==> src/sv/ceq_pkg.sv <==
`timescale 1ns / 1ps
// ----------------------------------------------------------------------------
// ceq_pkg
// Shared types and codes for the coalescing event queue.
// ----------------------------------------------------------------------------
package ceq_pkg;

    localparam int SUBJ_W = 4;
    localparam int ATYPE_W = 2;
    localparam int ADDR_W = 48;
    localparam int IDX_W = 8;
    localparam int ACT_W = 2;
    localparam int CMD_W = 2;
    localparam int STAT_W = 2;
    localparam int MASK_W = 16;
    localparam int CFG_IDX_W = 1;

    localparam logic [CMD_W-1:0] CMD_PUSH = 2'd0;
    localparam logic [CMD_W-1:0] CMD_REMOVE = 2'd1;
    localparam logic [CMD_W-1:0] CMD_POP = 2'd2;
    localparam logic [CMD_W-1:0] CMD_NOP = 2'd3;

    localparam logic [STAT_W-1:0] ST_DONE = 2'd0;
    localparam logic [STAT_W-1:0] ST_FULL = 2'd1;
    localparam logic [STAT_W-1:0] ST_EMPTY = 2'd2;

    localparam logic [ACT_W-1:0] ACT_CREATE = 2'd0;
    localparam logic [ACT_W-1:0] ACT_DELETE = 2'd1;
    localparam logic [ACT_W-1:0] ACT_UPDATE = 2'd2;
    localparam logic [ACT_W-1:0] ACT_OTHER = 2'd3;

    localparam logic [CFG_IDX_W-1:0] CFG_ADDR_MASK = 1'd0;
    localparam logic [CFG_IDX_W-1:0] CFG_INDEX_MASK = 1'd1;

    // Match key of one event
    typedef struct packed {
        logic [SUBJ_W-1:0]  subject;
        logic [ATYPE_W-1:0] address_type;
        logic [ADDR_W-1:0]  device_address;
        logic [IDX_W-1:0]   item_index;
    } key_t;

    // Per-cell control from the sequencer
    typedef struct packed {
        logic shift;    // every cell takes its younger neighbor
        logic drop;     // head entry leaves the chain during this shift
        logic hit_wr;   // head entry re-enters overwritten by the request
        logic append;   // request is written behind the youngest entry
    } cell_ctl_t;

endpackage

==> src/sv/ceq_cell.sv <==
`timescale 1ns / 1ps
// ----------------------------------------------------------------------------
// ceq_cell
// One queue slot: holds an event and takes the value offered by the chain.
// ----------------------------------------------------------------------------
module ceq_cell #(
    parameter int PAYLOAD_BITS = 32
) (
    input  logic                        clk,
    input  logic                        wr,
    input  ceq_pkg::key_t               in_key,
    input  logic [ceq_pkg::ACT_W-1:0]   in_act,
    input  logic [PAYLOAD_BITS-1:0]     in_pay,
    output ceq_pkg::key_t               key,
    output logic [ceq_pkg::ACT_W-1:0]   act,
    output logic [PAYLOAD_BITS-1:0]     pay
);
    import ceq_pkg::*;

    key_t                key_reg;
    logic [ACT_W-1:0]    act_reg;
    logic [PAYLOAD_BITS-1:0] pay_reg;

    // payload storage, no reset
    always_ff @(posedge clk)
    begin
        if (wr)
        begin
            key_reg <= in_key;
            act_reg <= in_act;
            pay_reg <= in_pay;
        end
    end

    assign key = key_reg;
    assign act = act_reg;
    assign pay = pay_reg;
endmodule

==> src/sv/ceq_match.sv <==
`timescale 1ns / 1ps
// ----------------------------------------------------------------------------
// ceq_match
// Event match compare between a stored key and the search key.
// ----------------------------------------------------------------------------
module ceq_match (
    input  ceq_pkg::key_t               a,
    input  ceq_pkg::key_t               b,
    input  logic [ceq_pkg::MASK_W-1:0]  addr_mask,
    input  logic [ceq_pkg::MASK_W-1:0]  idx_mask,
    output logic                        hit
);
    import ceq_pkg::*;

    always_comb
    begin
        if (a.subject != b.subject)
            hit = 1'b0;
        else if (addr_mask[a.subject])
            hit = (a.address_type == b.address_type) &&
                  (a.device_address == b.device_address);
        else if (idx_mask[a.subject])
            hit = (a.item_index == b.item_index);
        else
            hit = 1'b1;
    end
endmodule

==> src/sv/coalescing_event_queue_top.sv <==
`timescale 1ns / 1ps
// ----------------------------------------------------------------------------
// coalescing_event_queue_top
// Coalescing FIFO of events built as a chain of slot cells.
// ----------------------------------------------------------------------------
// The queue is a chain of QUEUE_SLOTS-1 cells; the n occupied cells are
// 0 .. n-1 with the oldest event in cell 0 at the chain output. Pop and the
// no-op command give their result in the cycle after the request is taken.
// Push and remove walk the occupied cells once, one per cycle: the head
// entry is compared, then either dropped (the gap closes by itself) or
// re-entered behind the youngest entry, overwritten when a push hits it.
// After the walk the order is restored and an unmatched push is appended
// if a cell is free; then the result is registered. The result is held
// until it is taken and the next request is accepted in the cycle after
// that handoff, so no new request is taken while one is in progress. No
// memory clear is needed after reset.
// ----------------------------------------------------------------------------
module coalescing_event_queue_top #(
    parameter int QUEUE_SLOTS = 16,
    parameter int PAYLOAD_BITS = 32
) (
    input  logic                            clk,
    input  logic                            rst_n,
    input  logic                            cfg_we,
    input  logic [ceq_pkg::CFG_IDX_W-1:0]   cfg_index,
    input  logic [ceq_pkg::MASK_W-1:0]      cfg_data,
    input  logic                            in_valid,
    output logic                            in_ready,
    input  logic [ceq_pkg::CMD_W-1:0]       command,
    input  logic [ceq_pkg::SUBJ_W-1:0]      subject,
    input  logic [ceq_pkg::ATYPE_W-1:0]     address_type,
    input  logic [ceq_pkg::ADDR_W-1:0]      device_address,
    input  logic [ceq_pkg::IDX_W-1:0]       item_index,
    input  logic [ceq_pkg::ACT_W-1:0]       action,
    input  logic [PAYLOAD_BITS-1:0]         payload,
    output logic                            out_valid,
    input  logic                            out_ready,
    output logic [ceq_pkg::STAT_W-1:0]      status,
    output logic                            queue_empty,
    output logic [ceq_pkg::SUBJ_W-1:0]      out_subject,
    output logic [ceq_pkg::ATYPE_W-1:0]     out_address_type,
    output logic [ceq_pkg::ADDR_W-1:0]      out_address,
    output logic [ceq_pkg::IDX_W-1:0]       out_index,
    output logic [ceq_pkg::ACT_W-1:0]       out_action,
    output logic [PAYLOAD_BITS-1:0]         out_payload
);
    import ceq_pkg::*;

    localparam int CELLS = QUEUE_SLOTS - 1;
    localparam int CNT_W = $clog2(QUEUE_SLOTS);

    typedef enum logic [1:0] {S_IDLE, S_SCAN, S_OUT} state_t;

    state_t             state_reg;
    logic [MASK_W-1:0]  amask_reg, imask_reg;
    logic [CNT_W-1:0]   count_reg;                // occupied cells
    logic [CNT_W-1:0]   step_reg;                 // entries left to examine
    logic               done_reg;                 // push already resolved
    logic [CMD_W-1:0]   cmd_reg;
    key_t               skey_reg;
    logic [ACT_W-1:0]   sact_reg;
    logic [PAYLOAD_BITS-1:0] spay_reg;

    key_t               c_key [CELLS];
    logic [ACT_W-1:0]   c_act [CELLS];
    logic [PAYLOAD_BITS-1:0] c_pay [CELLS];
    key_t               n_key [CELLS];
    logic [ACT_W-1:0]   n_act [CELLS];
    logic [PAYLOAD_BITS-1:0] n_pay [CELLS];
    logic               c_wr [CELLS];
    cell_ctl_t          ctl;

    logic               hit;
    logic [CNT_W-1:0]   last_idx;
    key_t               in_key;

    assign in_key = '{subject, address_type, device_address, item_index};
    assign in_ready = (state_reg == S_IDLE);
    assign last_idx = count_reg - 1'b1;

    // configuration registers
    always_ff @(posedge clk or negedge rst_n)
    begin
        if (!rst_n)
        begin
            amask_reg <= '0;
            imask_reg <= '0;
        end
        else if (cfg_we)
        begin
            unique case (cfg_index)
                CFG_ADDR_MASK:  amask_reg <= cfg_data;
                CFG_INDEX_MASK: imask_reg <= cfg_data;
                default: ;
            endcase
        end
    end

    // compare at the chain head (oldest entry)
    ceq_match u_match (
        .a(c_key[0]), .b(skey_reg),
        .addr_mask(amask_reg), .idx_mask(imask_reg), .hit(hit)
    );

    // step control: one head entry per scan cycle, append at the end; pop drops the head
    always_comb
    begin
        ctl = '0;
        if (state_reg == S_SCAN)
        begin
            if (step_reg != '0)
            begin
                ctl.shift = 1'b1;
                if (hit && !done_reg)
                begin
                    if (cmd_reg == CMD_REMOVE)
                        ctl.drop = 1'b1;
                    else if (sact_reg == ACT_DELETE && c_act[0] == ACT_CREATE)
                        ctl.drop = 1'b1;
                    else
                        ctl.hit_wr = 1'b1;
                end
            end
            else if (cmd_reg == CMD_PUSH && !done_reg && count_reg != CNT_W'(CELLS))
            begin
                ctl.append = 1'b1;
            end
        end
        else if (state_reg == S_IDLE && in_valid && command == CMD_POP &&
                 count_reg != '0)
        begin
            ctl.shift = 1'b1;
            ctl.drop = 1'b1;
        end
    end

    // chain wiring
    always_comb
    begin
        for (int i = 0; i < CELLS; i++)
        begin
            n_key[i] = c_key[i];
            n_act[i] = c_act[i];
            n_pay[i] = c_pay[i];
            c_wr[i]  = 1'b0;
        end
        // every cell takes its younger neighbor
        if (ctl.shift)
        begin
            for (int i = 0; i < CELLS - 1; i++)
            begin
                n_key[i] = c_key[i+1];
                n_act[i] = c_act[i+1];
                n_pay[i] = c_pay[i+1];
                c_wr[i]  = 1'b1;
            end
        end
        // kept head entry re-enters behind the youngest one
        if (ctl.shift && !ctl.drop)
        begin
            for (int i = 0; i < CELLS; i++)
            begin
                if (CNT_W'(i) == last_idx)
                begin
                    n_key[i] = ctl.hit_wr ? skey_reg : c_key[0];
                    n_act[i] = ctl.hit_wr ? sact_reg : c_act[0];
                    n_pay[i] = ctl.hit_wr ? spay_reg : c_pay[0];
                    c_wr[i]  = 1'b1;
                end
            end
        end
        // unmatched push lands in the first free cell
        if (ctl.append)
        begin
            for (int i = 0; i < CELLS; i++)
            begin
                if (CNT_W'(i) == count_reg)
                begin
                    n_key[i] = skey_reg;
                    n_act[i] = sact_reg;
                    n_pay[i] = spay_reg;
                    c_wr[i]  = 1'b1;
                end
            end
        end
    end

    genvar g;
    generate
        for (g = 0; g < CELLS; g++)
        begin : g_cell
            ceq_cell #(.PAYLOAD_BITS(PAYLOAD_BITS)) u_cell (
                .clk(clk), .wr(c_wr[g]),
                .in_key(n_key[g]), .in_act(n_act[g]), .in_pay(n_pay[g]),
                .key(c_key[g]), .act(c_act[g]), .pay(c_pay[g])
            );
        end
    endgenerate

    // sequencer and result register
    always_ff @(posedge clk or negedge rst_n)
    begin
        if (!rst_n)
        begin
            state_reg <= S_IDLE;
            count_reg <= '0;
            step_reg  <= '0;
            done_reg  <= 1'b0;
            cmd_reg   <= CMD_PUSH;
            skey_reg  <= '0;
            sact_reg  <= '0;
            spay_reg  <= '0;
            out_valid <= 1'b0;
            status    <= ST_DONE;
            queue_empty <= 1'b1;
            out_subject <= '0;
            out_address_type <= '0;
            out_address <= '0;
            out_index <= '0;
            out_action <= '0;
            out_payload <= '0;
        end
        else
        begin
            unique case (state_reg)
                S_IDLE:
                begin
                    if (in_valid)
                    begin
                        cmd_reg  <= command;
                        skey_reg <= in_key;
                        sact_reg <= action;
                        spay_reg <= payload;
                        step_reg <= count_reg;
                        done_reg <= 1'b0;
                        out_subject <= '0;
                        out_address_type <= '0;
                        out_address <= '0;
                        out_index <= '0;
                        out_action <= '0;
                        out_payload <= '0;
                        priority if (command == CMD_POP)
                        begin
                            if (count_reg == '0)
                            begin
                                status <= ST_EMPTY;
                                queue_empty <= 1'b1;
                            end
                            else
                            begin
                                status <= ST_DONE;
                                queue_empty <= (count_reg == CNT_W'(1));
                                count_reg <= count_reg - 1'b1;
                                out_subject <= c_key[0].subject;
                                out_address_type <= c_key[0].address_type;
                                out_address <= c_key[0].device_address;
                                out_index <= c_key[0].item_index;
                                out_action <= c_act[0];
                                out_payload <= c_pay[0];
                            end
                            out_valid <= 1'b1;
                            state_reg <= S_OUT;
                        end
                        else if (command == CMD_PUSH || command == CMD_REMOVE)
                        begin
                            state_reg <= S_SCAN;
                        end
                        else
                        begin
                            status <= ST_DONE;
                            queue_empty <= (count_reg == '0);
                            out_valid <= 1'b1;
                            state_reg <= S_OUT;
                        end
                    end
                end
                S_SCAN:
                begin
                    if (step_reg != '0)
                    begin
                        step_reg <= step_reg - 1'b1;
                        if (ctl.drop)
                            count_reg <= count_reg - 1'b1;
                        if (hit && cmd_reg == CMD_PUSH)
                            done_reg <= 1'b1;
                    end
                    else
                    begin
                        if (ctl.append)
                            count_reg <= count_reg + 1'b1;
                        status <= (!done_reg && cmd_reg == CMD_PUSH &&
                                   count_reg == CNT_W'(CELLS)) ? ST_FULL : ST_DONE;
                        queue_empty <= !ctl.append && (count_reg == '0);
                        out_valid <= 1'b1;
                        state_reg <= S_OUT;
                    end
                end
                S_OUT:
                begin
                    if (out_ready)
                    begin
                        out_valid <= 1'b0;
                        state_reg <= S_IDLE;
                    end
                end
                default: state_reg <= S_IDLE;
            endcase
        end
    end
endmodule

==> config.mk <==
export PLATFORM = sky130hd
export DESIGN_NAME = coalescing_event_queue_top
export DESIGN_NICKNAME = d
export VERILOG_FILES = /design/src/sv/ceq_pkg.sv /design/src/sv/ceq_cell.sv /design/src/sv/ceq_match.sv /design/src/sv/coalescing_event_queue_top.sv
export SDC_FILE = /design/constraint.sdc
export NUM_CORES = 2
export LEC_CHECK = 0
export BUFFER_PORTS_ARGS = -buffer_cell sky130_fd_sc_hd__buf_2
export CORE_UTILIZATION = 25
export CTS_CLUSTER_DIAMETER = 30
export DETAILED_ROUTE_END_ITERATION = 10
export HOLD_SLACK_MARGIN = 0.06
export PLACE_DENSITY = 0.41
export SLEW_MARGIN = 20
export SYNTH_ARGS = -nofsm -noshare
export SYNTH_HDL_FRONTEND = slang
export SYNTH_SLANG_ARGS = --single-unit
==> constraint.sdc <==
create_clock -name clk -period 9.9 [get_ports clk]
set_input_delay 0.495 -clock clk [delete_from_list [all_inputs] [get_ports clk]]
set_output_delay 0.495 -clock clk [all_outputs]
set_load 0.05 [all_outputs]
Word-level counts from Yosys, hierarchy flattened
Index checks and enable logic that the tools add are counted.
{"block": "word_totals", "register_bits": 1681, "inputBits": 120}
{"block": "classes", "add_sub_neg": 3, "magnitude_cmp": 1, "eq_ne": 51, "mux": 204, "bitwise": 1, "reduce_logical": 35}
{"operator": "62-bit 2-to-1 mux", "count": 31}
{"operator": "930-bit 2-to-1 mux", "count": 2}
{"operator": "32-bit 2-to-1 mux", "count": 33}
{"operator": "480-bit 2-to-1 mux", "count": 2}
{"operator": "868-bit 2-to-1 mux", "count": 1}
{"operator": "448-bit 2-to-1 mux", "count": 1}
{"operator": "2-bit 2-to-1 mux", "count": 49}
{"operator": "48-bit 2-to-1 mux", "count": 2}
{"operator": "30-bit 2-to-1 mux", "count": 2}
{"operator": "4-bit equality test (first input constant)", "count": 14}
{"operator": "1-bit 2-to-1 mux", "count": 55}
{"operator": "48-bit equality test", "count": 1}
{"operator": "4-bit 2-to-1 mux", "count": 10}
{"operator": "3-bit by 4-bit equality test with 1-bit output (first input constant)", "count": 8}
{"operator": "15-bit 2-to-1 mux", "count": 2}
{"operator": "28-bit 2-to-1 mux", "count": 1}
{"operator": "2-bit by 4-bit equality test with 1-bit output (first input constant)", "count": 4}
{"operator": "8-bit 2-to-1 mux", "count": 2}
{"operator": "4-bit one-hot mux with 2 select lines", "count": 2}
{"operator": "14-bit 2-to-1 mux", "count": 1}
{"operator": "1-bit logical AND", "count": 12}
{"operator": "1-bit binary-select mux with 4-bit select", "count": 2}
{"operator": "1-bit by 4-bit equality test with 1-bit output (first input constant)", "count": 2}
{"operator": "2-bit by 1-bit equality test with 1-bit output (second input constant)", "count": 4}
{"operator": "other kinds (32)", "count": 52}

Logic depth before layout (Yosys ltp)
{"block": "depth", "ltp_word": 14, "depth_mapped": 13, "ltp_nobuf": 9}

Cells and area by module
A second synthesis with hierarchy kept.
{"block": "unflattened", "hier_cells": 8163, "area_unflattened_um2": 95296.4}
{"module": "coalescing_event_queue_top", "n_inst": 1, "cells_each": 6619, "area_each_um2": 51074.0, "seq_area_each_um2": 6032.0}
{"module": "ceq_cell", "n_inst": 15, "cells_each": 96, "area_each_um2": 2882.8, "seq_area_each_um2": 2882.8}
{"module": "ceq_match", "n_inst": 1, "cells_each": 104, "area_each_um2": 980.9, "seq_area_each_um2": 0.0}

Worst setup path after synthesis
No wires, ideal clock.
{"block": "synth_path", "path_kind": "register to register", "start": "register state_reg[0]", "end": "register g_cell[0].u_cell.act_reg[0] (enable)", "arrival_ps": 4805, "required_time_ps": 9451, "path_slack_ps": 4646, "stages_incl_launch_ff": 12, "period_less_slack_ps": 5254, "cell_sequence": "dfrtp_1 > clkbuf_1 > nor2_1 > and2_1 > clkbuf_1 > a31o_2 > clkbuf_1 > clkbuf_1 > clkbuf_1 > clkbuf_1 > nor2_1 > inv_1"}
{"block": "synth_via", "elab_chain_len": 11}
{"element": "from (decl)", "line": "coalescing_event_queue_top.sv:54", "source": "state_t state_reg;"}
{"element": "from (signal assigned)", "line": "coalescing_event_queue_top.sv:205", "source": "state_reg <= S_IDLE;"}
{"element": "from (signal assigned)", "line": "coalescing_event_queue_top.sv:262", "source": "state_reg <= S_OUT;"}
{"element": "from (signal assigned)", "line": "coalescing_event_queue_top.sv:266", "source": "state_reg <= S_SCAN;"}
{"element": "2-bit logical NOT *"}
{"element": "net in_ready", "line": "coalescing_event_queue_top.sv:28", "source": "output logic in_ready,"}
{"element": "1-bit logical AND * (3 in series)", "line": "coalescing_event_queue_top.sv:129", "source": "else if (state_reg == S_IDLE && in_valid && command == CMD_POP &&"}
{"element": "2-bit 2-to-1 mux *", "line": "coalescing_event_queue_top.sv:129"}
{"element": "2-bit 2-to-1 mux *", "line": "coalescing_event_queue_top.sv:109", "source": "if (state_reg == S_SCAN)"}
{"element": "14-bit 2-to-1 mux or 1-bit logical NOT (tied branches)", "line": "coalescing_event_queue_top.sv:148, coalescing_event_queue_top.sv:159"}
{"element": "1-bit 2-to-1 mux or 1-bit logical AND (tied branches)", "line": "coalescing_event_queue_top.sv:163, coalescing_event_queue_top.sv:159"}
{"element": "15-bit 2-to-1 mux *", "line": "coalescing_event_queue_top.sv:159", "source": "if (ctl.shift && !ctl.drop)"}
{"element": "1-bit 2-to-1 mux", "line": "coalescing_event_queue_top.sv:177", "source": "if (CNT_W'(i) == count_reg)"}
{"element": "15-bit 2-to-1 mux *", "line": "coalescing_event_queue_top.sv:173", "source": "if (ctl.append)"}
{"element": "net g_cell[0].u_cell.wr", "line": "ceq_cell.sv:10", "source": "input logic wr,"}
{"element": "to (signal assigned)", "line": "ceq_cell.sv:30", "source": "act_reg <= in_act;"}
{"element": "to (decl)", "line": "ceq_cell.sv:21", "source": "logic [ACT_W-1:0] act_reg;"}
The timed path passes the listed nets; every way through them passes the cells marked *.
A chain may end at the register's enable or synchronous reset.

Final worst setup path
{"block": "layout_path", "start": "register skey_reg[54] (netlist bit)", "end": "register g_cell[14].u_cell.pay_reg[28] (enable)"}
{"block": "layout_via", "elab_chain_len": 13}
{"element": "from (decl)", "line": "coalescing_event_queue_top.sv:60", "source": "key_t skey_reg;"}
{"element": "from (signal assigned)", "line": "coalescing_event_queue_top.sv:231", "source": "skey_reg <= in_key;"}
{"element": "48-bit equality test *", "line": "ceq_match.sv:21", "source": "(a.device_address == b.device_address);"}
{"element": "1-bit logical AND *", "line": "ceq_match.sv:20", "source": "hit = (a.address_type == b.address_type) &&"}
{"element": "1-bit 2-to-1 mux *", "line": "ceq_match.sv:19", "source": "else if (addr_mask[a.subject])"}
{"element": "1-bit 2-to-1 mux *", "line": "ceq_match.sv:17", "source": "if (a.subject != b.subject)"}
{"element": "1-bit logical AND *", "line": "coalescing_event_queue_top.sv:114", "source": "if (hit && !done_reg)"}
{"element": "2-bit 2-to-1 mux *", "line": "coalescing_event_queue_top.sv:114"}
{"element": "3-bit 2-to-1 mux *", "line": "coalescing_event_queue_top.sv:111", "source": "if (step_reg != '0)"}
{"element": "2-bit 2-to-1 mux *", "line": "coalescing_event_queue_top.sv:109"}
{"element": "1-bit logical NOT *", "line": "coalescing_event_queue_top.sv:159"}
{"element": "1-bit logical AND *", "line": "coalescing_event_queue_top.sv:159"}
{"element": "15-bit 2-to-1 mux *", "line": "coalescing_event_queue_top.sv:159"}
{"element": "1-bit 2-to-1 mux", "line": "coalescing_event_queue_top.sv:177"}
{"element": "15-bit 2-to-1 mux *", "line": "coalescing_event_queue_top.sv:173"}
{"element": "net g_cell[14].u_cell.wr", "line": "ceq_cell.sv:10"}
{"element": "to (signal assigned)", "line": "ceq_cell.sv:31", "source": "pay_reg <= in_pay;"}
{"element": "to (decl)", "line": "ceq_cell.sv:22", "source": "logic [PAYLOAD_BITS-1:0] pay_reg;"}
Marks and branches as above.

==> flow_summary.yaml <==
logic_synthesis:
  synth_nets: 12370
  ys.flop_type: "edfxtp_1"
  synth-seq-area-share: 0.4810
  syn_avg_cell_area_um2: 8.365
  ys_warn_count: 0
  syn_inst: 12250
  synth-edff-count: 1440
  synth-async-reset-ratio: 0.1434
  synth_cell_type_count: 54
  synthesis.area_um2: 102400
  synth_seq_cells: 1681
clock_network:
  clk_pin_slew_ns: 0.04
  clkLatencyLatePin_ns: 1.04
  cts_sinks: 1681
  htree_levels: 6
  postCtsSetupBuffers: 0
  cts_buffer_depth: 4
  cts_buffers: 589
  cts_root_buffer: "clkbuf_16"
  cts_tree: "built"
global_routing:
  grt_overflow_total: 0
  grt_pass1_vias: 94030
  antenna_found_initial: 10
  grt_util_all_layers: 0.2113
  grt_start_max_net_pins: 176
  grt_pass1_wl_um: 668400
floorplanning:
  die_area_um2: 412300
  core_area_um2: 407000
  pin_count: 221
  die_h_um: 642.1
  rows: 234
  die_w_um: 642.1
  start_util: 0.2517
sta:
  slew_headroom: 0.1830
  max_freq_mhz: 152.1
  period_share: 0.6641
  fin_skew_ns: 0.08127
  post-route-min-period_ns: 6.575
  tns_ns: 0
  rsz0062_at_grt: "false"
  worst_pin_slew_ns: 1.226
  setup_slack_ns: 3.325
  finalHoldViolations: 0
  setup_viol: 0
  slew_viol_final: 0
flow_run:
  maxCapViolations: 0
detailed_routing:
  dr.pass1.iters: 5
  routed_wl_um: 453200
  routedWlPerCell_um: 25.38
  viasPerCell: 5.328
  drc: 0
  num_vias: 95130
  drtAntennaViolNets: 0
  drt_iter0_drc: 9258
outcome:
  status: "finished clean"
worst_setup_path:
  slowest_stage: "xnor2_1"
  path_class: "flop to flop"
  crit_required_ns: 10.52
  crit_fanout: 79
  critPathCaptureType: "flop"
  cp_num_buf_inv: 2
  slowest_delay_ns: 0.89
  arrival_ns: 7.20
  cp_top_family: "simple AND/OR/NAND/NOR gates"
  start_kind: "flop"
  cp_cell_sequence: "xnor2_1 > nand4_1 > nor3_1 > nand4_1 > a211o_4 > buf_12 > nand3_4 > nand2_4 > buf_4"
  crit_top_cell: "nand4_1"
min_path:
  min_path_type: "primary input to async pin"
layout:
  fin_nets: 12070
  area_growth_pct: 23.26
  largest_reg_flops: 930
  final_cell_count_no_fill: 17860
  design_area_um2: 126300
  postLayoutCoreUtil: 0.3103
  drive_above_1_share: 0.1221
power:
  p_leak_nw: 49.83
  ir_drop_mv: 0.2818
  p_per_area_nw_per_um2: 425.1
place:
  pre_cts_ws_ns: 3.500
  portBuffers: 220
  place_hpwl_um: 250900
  gp_congestion: 0.7775
  placed_area_um2: 106400
  dp.cells: 16660
-- synthesized netlist by cell type, types with 13 or more instances --
master,number,area share
buf_2,179,0.0087
nand3_1,1408,0.069
o221a_2,52,0.0057
a22o_1,93,0.0080
dfrtp_1,240,0.059
edfxtp_1,1440,0.42
buf_4,166,0.012
mux2i_1,14,0.0014
nor2_1,1305,0.048
nand2_1,3112,0.11
buf_6,13,0.0014
a21oi_1,1302,0.064
xnor2_1,63,0.0054
nand4_1,25,0.0015
and2_1,29,0.0018
o211ai_1,192,0.014
mux2i_4,80,0.018
clkbuf_1,1077,0.039
mux2_2,36,0.0040
buf_1,25,0.00092
a211oi_1,1289,0.094
-- where the power goes --
group          switching (mW)  leakage (nW)  internal, mW
registers                3.15          17.0          13.6
logic                    13.0          23.7          6.69
clock network            5.40          9.10          11.8
total                    21.5          49.8          32.1
-- per-stage QoR --
| step | total power, mW | hold slack (ns) |
|---|---|---|
| finish | 53.67 | 0.1024 |
| global route | 57.00 | 0.1653 |
| CTS | 53.90 | 0.1048 |
| detailed placement | 36.43 | 0.4725 |
| global placement | 36.36 | 0.4772 |
| floorplan | 30.36 | 0.1994 |
-- worst paths after layout --
path	start	to	slack, ns	cells past startpoint
min in group clk	cfg_we	amask_reg[13]	0.15	4
setup / recovery	skey_reg[54]	g_cell[14].u_cell.pay[28]	3.33	9
hold reg to reg	queue_empty	queue_empty	0.48	2
setup reg to reg	skey_reg[54]	g_cell[14].u_cell.pay[28]	3.33	9
max in group asynchronous	rst_n	out_payload[30]	7.59	4
hold / removal	rst_n	out_payload[4]	0.10	2
-- worst reg2reg max path, delay by kind of cell, from the launching register on --
family | cells | cell delay [ns]
AO/OA/AOI/OAI | 1 | 0.87
XOR/XNOR | 1 | 0.89
buffers and inverters | 2 | 0.92
flip-flops | 1 | 0.67
AND/OR/NAND/NOR | 5 | 2.76
-- layer usage --
metal,global-route usage,vias to the layer above,wire [um]
met2,0.3450,3665,208600
met1,0.2845,47490,200700
met3,0.02921,710,28070
li1,-,43270,-
met5,0,-,0
met4,0.07596,0,15830
-- layout make-up --
class / instances / area [um2]
Clock buffer: 841 / 16630
Antenna cell: 4 / 10.01
Timing Repair Buffer: 567 / 4264
Multi-Input combinational cell: 9093 / 47230
Clock inverter: 230 / 2014
Tap cell: 5428 / 6792
Inverter: 11 / 48.80
Fill cell: 42970 / 280700
Sequential cell: 1681 / 49270
-- cell usage in the layout, fill, tap and decap left out, types with 208 or more instances in the layout --
cell	count
clkbuf_16	606
a21oi_1	1302
a211oi_1	1288
nand3_1	1400
buf_2	219
nor2_1	1304
buf_4	208
nand2_1	3088
dfrtp_1	240
edfxtp_1	1440
-- kinds of logic after synthesis --
logic type | count (synthesis) | share of synthesized area
and+or+nand+nor | 5916 | 0.2363
AOI/OAI and AO/OA | 2967 | 0.1885
DFF | 1681 | 0.4810
buffers and inverters | 1471 | 0.06313
muxes | 138 | 0.02467
xor gates and xnor gates | 67 | 0.005729
adders and majority gates | 5 | 0.0006107
-- timing repair --
| item | in CTS | in global routing |
|---|---|---|
| hold buffers | 119 | 0 |
| hold endpoints to repair | 212 | 0 |
| gates resized for setup | 0 | 0 |
Power figures use the tool's default switching activity.
